===== config.mk =====
export PLATFORM = sky130hd
export DESIGN_NAME = swhc_ctrl
export DESIGN_NICKNAME = d
export VERILOG_FILES = /design/src/design/swhc_pkg.sv /design/src/design/swhc_ctrl.sv
export SDC_FILE = /design/constraint.sdc
export NUM_CORES = 1
export LEC_CHECK = 0
export BUFFER_PORTS_ARGS = -buffer_cell sky130_fd_sc_hd__buf_4
export CAP_MARGIN = 20
export CORE_AREA = 2 2 39 41
export DETAILED_ROUTE_END_ITERATION = 6
export DIE_AREA = 0 0 41 43
export PLACE_DENSITY_LB_ADDON = 0.3
export SLEW_MARGIN = 5
export SYNTH_ARGS = -nofsm -noshare
export SYNTH_HDL_FRONTEND = slang
export SYNTH_SLANG_ARGS = --single-unit

===== constraint.sdc =====
create_clock -name clk -period 1.6 [get_ports clk]
set_input_delay 0.32 -clock clk [delete_from_list [all_inputs] [get_ports clk]]
set_output_delay 0.32 -clock clk [all_outputs]
set_load 0.01 [all_outputs]

===== src/design/swhc_pkg.sv =====
// Shared widths, limits and controller/datapath handshake types for the hit counter.
package swhc_pkg;

    localparam int TS_W       = 31;
    localparam int COUNT_W    = 16;
    localparam int SUM_W      = 25;
    localparam int MOD_STEPS  = 2;
    localparam int STEP_W     = $clog2(MOD_STEPS);
    localparam int WINDOW_DEF = 300;

    localparam logic MODE_HIT   = 1'b0;
    localparam logic MODE_QUERY = 1'b1;

    localparam logic [COUNT_W-1:0] COUNT_MAX = {COUNT_W{1'b1}};
    localparam logic [SUM_W-1:0]   SUM_MAX   = {SUM_W{1'b1}};

    typedef struct packed {
        logic load;      // capture timestamp, restart remainder
        logic mod_step;  // one remainder step
        logic idx_clr;   // rewind bucket index
        logic clr_wr;    // zero bucket at index, advance
        logic hit_rd;    // read bucket at slot
        logic hit_wr;    // write updated bucket at slot
        logic sum_rd;    // read bucket at index into sum pipe, advance
        logic sum_clr;   // zero accumulator
        logic out_load;  // move sum into output register
    } cmd_t;

    typedef struct packed {
        logic mod_done;  // current remainder step is the last
        logic idx_last;  // index is at the final bucket
        logic pipe_busy; // sum pipe still holds beats
        logic out_free;  // output register can take a new sum
    } status_t;

endpackage


===== src/design/swhc_ctrl.sv =====
// Sequencer for the clearing pass, hit update and query sweep.
module swhc_ctrl (
    input  logic              clk,
    input  logic              rst_n,
    input  logic              item_valid,
    input  logic              item_mode,
    output logic              item_ready,
    input  swhc_pkg::status_t status,
    output swhc_pkg::cmd_t    cmd
);
    import swhc_pkg::*;

    typedef enum logic [3:0] {
        ST_CLEAR,
        ST_IDLE,
        ST_MOD,
        ST_HRD,
        ST_HWR,
        ST_SUM,
        ST_DRAIN,
        ST_OUT
    } state_t;

    state_t state_reg, state_next;

    always_ff @(posedge clk or negedge rst_n)
    begin
        if (!rst_n)
        begin
            state_reg <= ST_CLEAR;
        end
        else
        begin
            state_reg <= state_next;
        end
    end

    assign item_ready = (state_reg == ST_IDLE);

    always_comb
    begin
        cmd        = '0;
        state_next = state_reg;
        unique case (state_reg)
            ST_CLEAR:
            begin
                cmd.clr_wr = 1'b1;
                if (status.idx_last)
                begin
                    state_next = ST_IDLE;
                end
            end
            ST_IDLE:
            begin
                if (item_valid)
                begin
                    cmd.load = 1'b1;
                    if (item_mode == MODE_QUERY)
                    begin
                        cmd.idx_clr = 1'b1;
                        cmd.sum_clr = 1'b1;
                        state_next  = ST_SUM;
                    end
                    else
                    begin
                        state_next = ST_MOD;
                    end
                end
            end
            ST_MOD:
            begin
                cmd.mod_step = 1'b1;
                if (status.mod_done)
                begin
                    state_next = ST_HRD;
                end
            end
            ST_HRD:
            begin
                cmd.hit_rd = 1'b1;
                state_next = ST_HWR;
            end
            ST_HWR:
            begin
                cmd.hit_wr = 1'b1;
                state_next = ST_IDLE;
            end
            ST_SUM:
            begin
                cmd.sum_rd = 1'b1;
                if (status.idx_last)
                begin
                    state_next = ST_DRAIN;
                end
            end
            ST_DRAIN:
            begin
                if (!status.pipe_busy)
                begin
                    state_next = ST_OUT;
                end
            end
            ST_OUT:
            begin
                if (status.out_free)
                begin
                    cmd.out_load = 1'b1;
                    state_next   = ST_IDLE;
                end
            end
            default:
            begin
                state_next = ST_CLEAR;
            end
        endcase
    end

endmodule


==> metrics.cfg, run 1 <==
[logic_synthesis]
yosys.area_share.xor_xnor = 0
yosys_synthesis_warning_count = 0
synth_simple_gate_area_share = 0.387
combinational_family_with_the_most_area_after_synthesis = simple AND/OR/NAND/NOR gates
synth_seq_cells = 3
synth_mux_area_frac = 0.0383
ys_types = 23
synth-adder-area-share = 0
synthesis.area_per_instance_sq_um = 8.65
synthesis.nets = 42
synth_cells = 34
synth-seq-area-share = 0.255
synth_compound_area_frac = 0.221
post_synthesis_instance_area_sq_um = 294

[die]
core_sq_mm = 0.00138
std_cell_rows = 14
fp.dieArea_sq_mm = 0.00176
initial_utilization = 0.212
boundaryPins = 18
fp.dieH_microns = 43
die_width_microns = 41

[setup_path]
cp-start-kind = flop
crit_required_ps = 1280
worst_path_top_cell_family_by_delay = flip-flops
critPathMaxFanout = 5
arrival_ps = 1230
crit_path_cell_trace = nor3b_4, and3_1, buf_4
timing.critical_path.slowest_cell_delay_ps = 450
crit_slowest_cell = sky130_fd_sc_hd__dfrtp_2
timing.setup.critical_path_class = reg2out
setup_crit_end_kind = primary output
worstPathBufferInverterCount = 1

[detailed_routing]
drc = 0
firstDrtPassIters = 2
route.antenna.remaining_nets = 0
vias = 344
initialDrtViolationCount = 1
route.final.wire_length_microns = 758
wl_per_cell_microns = 9.72
detail_route.vias_per_cell = 4.41

[finish]
area.growth.synth_to_final_pct = 83.0
layout-drive-gt1-share = 0.597
fill_cell_instance_count_of_the_final_layout = 150
multi_input_comb_area_sq_um = 196
fin_cells = 78
largest_reg_flops = 3
leading_cell_type_in_the_layout_fill_and_taps_excluded = sky130_fd_sc_hd__buf_4
mostFrequentLayoutCells = sky130_fd_sc_hd__buf_4, sky130_fd_sc_hd__nor3b_1, sky130_fd_sc_hd__nor3_1, sky130_fd_sc_hd__clkbuf_4, sky130_fd_sc_hd__dfrtp_2
area.sequential_sq_um = 78.8
number_of_nets_in_the_layout = 71
n_antenna_cell = 0

[sta]
worstMarginPinSlew_ps = 349
report.final.hold_viol_count = 0
timing.fmax_ghz = 0.645
tns_ps = 0
finalClockSkew_ps = 1.45
relSlewSlack = 0.767
finalWorstPathRequiredPeriod_ps = 1550
final_max_slew_viol_count = 0
fin_crit_sh = 0.969
final-setup-viol-count = 0
worst_hold_slack_ps = 417

[power_and_ir_drop]
p_total_mw = 1.01
p_per_area_mw_per_mm2 = 1890
p_leak_nw = 0.255
vdd_drop_max_mv = 0.868

[placed_design]
place_inst = 65
gp_routability_congestion = 0.640
detailedPlacementHpwl_microns = 503
buffer_ports.inserted = 17

[global_routing]
gr-total-overflow = 0
grt.total_usage = 0.0826
first_global_vias = 271
grt_pass1_wl_microns = 945
antenna_violations_before_repair = 0
maximum_number_of_pins_on_one_net_before_global_route_repair = 12

[cts]
clkSinkCount = 3
clock_insertion_delay_worst_skew_ps = 230
tritoncts.num_buffers = 3
cts.root.buffer_cell = sky130_fd_sc_hd__clkbuf_4
htreeDepth = 1
buffer_levels_on_the_longest_clock_path = 2
cts_tree = done
clkSlewWorstSetupHoldPaths_ps = 40

[outcome]
outcome = complete, no violations

[min_path]
worst_hold_path_type = in2async

[run]
drv_cap = 0

[routing by layer]
layer,up-vias,part of all wire,wire length (microns),global-route usage
met3,0,0.058,44,0.0471
met5,-,0,0,0
met4,0,0,0,0.0600
met2,9,0.52,393,0.113
met1,154,0.42,320,0.0909
li1,181,-,-,-
[through the flow]
stage	utilization	area (sq um)	setup WS, ps
after floorplan	-	294	44.7
after global placement	0.312	432	198
after detailed placement	0.312	432	199
after CTS	0.341	472	10.2
after global routing	0.389	538	-25.1
final	0.389	538	50.2
[layout make-up]
class                           instances  area share
Clock buffer                            4      0.0488
Timing Repair Buffer                   28       0.395
Sequential cell                         3       0.147
Inverter                                1     0.00698
Tap cell                               16      0.0372
Multi-Input combinational cell         26       0.365
[power by group]
group	internal (mW)	total, mW	switching (mW)
logic	0.413	0.693	0.280
clock network	0.0933	0.130	0.0370
registers	0.123	0.191	0.0681
total	0.629	1.01	0.385
[worst paths after layout]
kind | startpoint | endpoint | slack, ps | depth (start not counted)
max in group asynchronous | rst_n | state_reg[1] | 1080 | 2
worst min-delay path | rst_n | state_reg[2] | 420 | 2
worst max register to register | state_reg[1] | state_reg[1] | 160 | 3
min in group clk | status[0] | state_reg[2] | 490 | 3
worst max-delay path | state_reg[2] | cmd[6] | 50 | 3
worst min register to register | state_reg[0] | state_reg[0] | 580 | 1
[worst reg2reg max path: stages (launching register included)]
cell and delay (ps):
sky130_fd_sc_hd__dfrtp_2 440, sky130_fd_sc_hd__buf_4 150, sky130_fd_sc_hd__o311ai_2 370, sky130_fd_sc_hd__mux2_1 360
[cells in the mapped netlist]
library cell / count / area, sq um
sky130_fd_sc_hd__buf_2: 2 / 10.0
sky130_fd_sc_hd__nor3b_1: 3 / 22.5
sky130_fd_sc_hd__buf_4: 2 / 15.0
sky130_fd_sc_hd__mux2_1: 1 / 11.3
sky130_fd_sc_hd__nor3b_2: 1 / 12.5
sky130_fd_sc_hd__a31oi_1: 1 / 6.26
sky130_fd_sc_hd__nand2b_1: 2 / 12.5
sky130_fd_sc_hd__o32a_1: 1 / 10.0
sky130_fd_sc_hd__o21bai_1: 1 / 7.51
sky130_fd_sc_hd__nand2_1: 1 / 3.75
sky130_fd_sc_hd__and2_1: 1 / 6.26
sky130_fd_sc_hd__o311ai_2: 1 / 16.3
sky130_fd_sc_hd__inv_2: 1 / 3.75
sky130_fd_sc_hd__and4_1: 1 / 8.76
sky130_fd_sc_hd__nor2b_1: 1 / 6.26
sky130_fd_sc_hd__nor3_1: 3 / 15.0
sky130_fd_sc_hd__o21a_1: 1 / 7.51
sky130_fd_sc_hd__a21oi_1: 2 / 10.0
sky130_fd_sc_hd__or2_2: 1 / 6.26
sky130_fd_sc_hd__and3_1: 2 / 12.5
sky130_fd_sc_hd__dfrtp_1: 3 / 75.1
sky130_fd_sc_hd__nand3b_1: 1 / 7.51
sky130_fd_sc_hd__a211oi_1: 1 / 7.51
[timing repair]
| action | CTS | global route |
|---|---|---|
| setup buffers | 0 | 8 |
| endpoints found under the hold margin | 3 | 0 |
| setup endpoints to repair | 2 | 2 |
| gates resized for setup | 3 | 1 |
| hold buffers | 1 | 0 |
| pin swaps | 0 | 1 |
[logic make-up (layout without fill, tap and decap cells)]
| logic type | after synthesis | after routing |
|---|---|---|
| flops | 3 | 3 |
| mux | 1 | 1 |
| compound gates | 8 | 8 |
| simple gates | 17 | 17 |
| buf+inv | 5 | 33 |
(Power assumes the default switching activity.)
==> run 2, diff against run 1 <==
Settings changed: RECOVER_POWER set to 25.
==> metrics.cfg, run 2 (synthesis gave the netlist of run 1 again) <==
[outcome]
outcome = complete, no violations

[min_path]
worst_hold_path_type = in2async

[die]
initial_utilization = 0.212  ; unchanged
std_cell_rows = 14  ; unchanged
fp.dieH_microns = 43  ; unchanged
boundaryPins = 18  ; unchanged
fp.dieArea_sq_mm = 0.00176  ; unchanged
core_sq_mm = 0.00138  ; unchanged
die_width_microns = 41  ; unchanged

[finish]
fill_cell_instance_count_of_the_final_layout = 149  ; -0.67%
layout-drive-gt1-share = 0.581  ; -0.0161
largest_reg_flops = 3  ; unchanged
fin_cells = 78  ; unchanged
leading_cell_type_in_the_layout_fill_and_taps_excluded = sky130_fd_sc_hd__buf_4
number_of_nets_in_the_layout = 71  ; unchanged
area.growth.synth_to_final_pct = 81.7
finalInstanceArea_sq_um = 534  ; -0.70%
mostFrequentLayoutCells = sky130_fd_sc_hd__buf_4, sky130_fd_sc_hd__nor3b_1, sky130_fd_sc_hd__nor3_1, sky130_fd_sc_hd__clkbuf_4, sky130_fd_sc_hd__dfrtp_2
n_antenna_cell = 0  ; unchanged

[sta]
timing.fmax_ghz = 0.645  ; about the same
final-setup-viol-count = 0  ; unchanged
relSlewSlack = 0.767  ; unchanged
report.final.hold_viol_count = 0  ; unchanged
fin_crit_sh = 0.969  ; about the same
worstMarginPinSlew_ps = 349  ; unchanged
final_max_slew_viol_count = 0  ; unchanged
setup_slack_ps = 50.3  ; +0.0788 ps
worst_hold_slack_ps = 429  ; +12.1 ps
finalWorstPathRequiredPeriod_ps = 1550  ; -0.0788 ps
finalClockSkew_ps = 1.18  ; -0.271 ps

[run]
drv_cap = 0  ; unchanged

[detailed_routing]
route.antenna.remaining_nets = 0  ; unchanged
met2_wirelength_microns = 398  ; +1.3%
top_layer = met3
initialDrtViolationCount = 1  ; unchanged
detailroute.wirelength.met3_microns = 44  ; unchanged
vias = 345  ; +0.29%
detail_route.vias_per_cell = 4.42  ; +0.29%
route.final.wire_length_microns = 757  ; -0.13%
firstDrtPassIters = 2  ; unchanged
drc = 0  ; unchanged
wl_per_cell_microns = 9.71  ; -0.13%
routed_metal_1_wirelength_microns = 313  ; -2.2%

[power_and_ir_drop]
p_seq_frac = 0.188  ; about the same
power.switching_fraction = 0.380  ; +0.000495
p_per_area_mw_per_mm2 = 1900  ; +0.61%
p_total_mw = 1.01  ; about the same
p_switching_uw = 385  ; about the same
power_report.internal_total_uw = 628  ; -0.17%
pwr-share-comb = 0.683  ; about the same
clockPowerShare = 0.129  ; about the same
p_leak_nw = 0.251  ; -1.4%
vdd_drop_max_mv = 0.867  ; about the same

[placed_design]
gp_routability_congestion = 0.640  ; unchanged
detailed_place.area_sq_um = 432  ; unchanged
place_inst = 65  ; unchanged
detailedPlacementHpwl_microns = 503  ; unchanged
dpl_worst_slack_ps = 199  ; unchanged
buffer_ports.inserted = 17  ; unchanged

[setup_path]
cp-start-kind = flop
timing.setup.critical_path_class = reg2out
crit_required_ps = 1280  ; about the same
critPathMaxFanout = 5  ; unchanged
setup_crit_end_kind = primary output
arrival_ps = 1230  ; about the same

[cts]
clkSlewWorstSetupHoldPaths_ps = 40  ; about the same
cts.root.buffer_cell = sky130_fd_sc_hd__clkbuf_4
htreeDepth = 1  ; unchanged
cts_tree = done
clock_insertion_delay_worst_skew_ps = 230  ; about the same
clkSinkCount = 3  ; unchanged
tritoncts.num_buffers = 3  ; unchanged
buffer_levels_on_the_longest_clock_path = 2  ; unchanged

[global_routing]
grt.total_usage = 0.0826  ; unchanged
gr-total-overflow = 0  ; unchanged
grt_pass1_wl_microns = 945  ; unchanged
antenna_violations_before_repair = 0  ; unchanged
maximum_number_of_pins_on_one_net_before_global_route_repair = 12  ; unchanged
first_global_vias = 271  ; unchanged

==> run 2: what timing repair did <==
action | CTS | global route
setup endpoints to repair | 2 | 2
hold buffers | 1 | 0
hold endpoints to repair | 3 | 0
gates resized for setup | 3 | 1
pin swaps | 0 | 1
setup buffers | 0 | 8
==> run 2: final timing paths <==
kind,startpoint,to,slack (ps),cells past startpoint
min in group clk,status[0],state_reg[2],490,3
worst max register to register,state_reg[1],state_reg[1],150,3
worst min-delay path,rst_n,state_reg[2],430,2
worst min register to register,state_reg[0],state_reg[0],580,1
worst max-delay path,state_reg[2],cmd[6],50,3
max in group asynchronous,rst_n,state_reg[0],1000,2
==> run 2: area by class of cell <==
cell class,instances,area (sq um),area share
flip-flops and latches,3,78.8,0.148
multi-input cells,26,196,0.368
well taps,16,20.0,0.0375
inverters,1,3.75,0.00703
repair buffers,28,209,0.391
clock buffers,4,26.3,0.0492
==> run 2: through the flow <==
stage / TNS, ps / util
2_1_floorplan: 0 / -
3_3_place_gp: 0 / 0.312
3_5_place_dp: 0 / 0.312
4_1_cts: 0 / 0.341
5_1_grt: -47.4 / 0.386
6_report: 0 / 0.386
==> run 2: metal layers <==
metal / vias up / global-route usage
li1: 181 / -
met1: 155 / 0.0909
met2: 9 / 0.113
met3: 0 / 0.0471
met4: 0 / 0.0600
met5: - / 0
==> run 2: critical path, stage by stage, from the launching register on <==
cell and delay (ps):
sky130_fd_sc_hd__dfrtp_2 450, sky130_fd_sc_hd__nor3b_4 230, sky130_fd_sc_hd__and3_1 200, sky130_fd_sc_hd__buf_4 120
==> run 2: power groups by stage <==
stage          clock [mW]  sequential, mW  combinational [mW]
2_1_floorplan           0           0.153               0.378
3_3_place_gp            0           0.211               0.504
3_5_place_dp            0           0.211               0.502
4_1_cts             0.139           0.218               0.507
5_1_grt             0.143           0.197               0.758
6_report            0.130           0.191               0.692
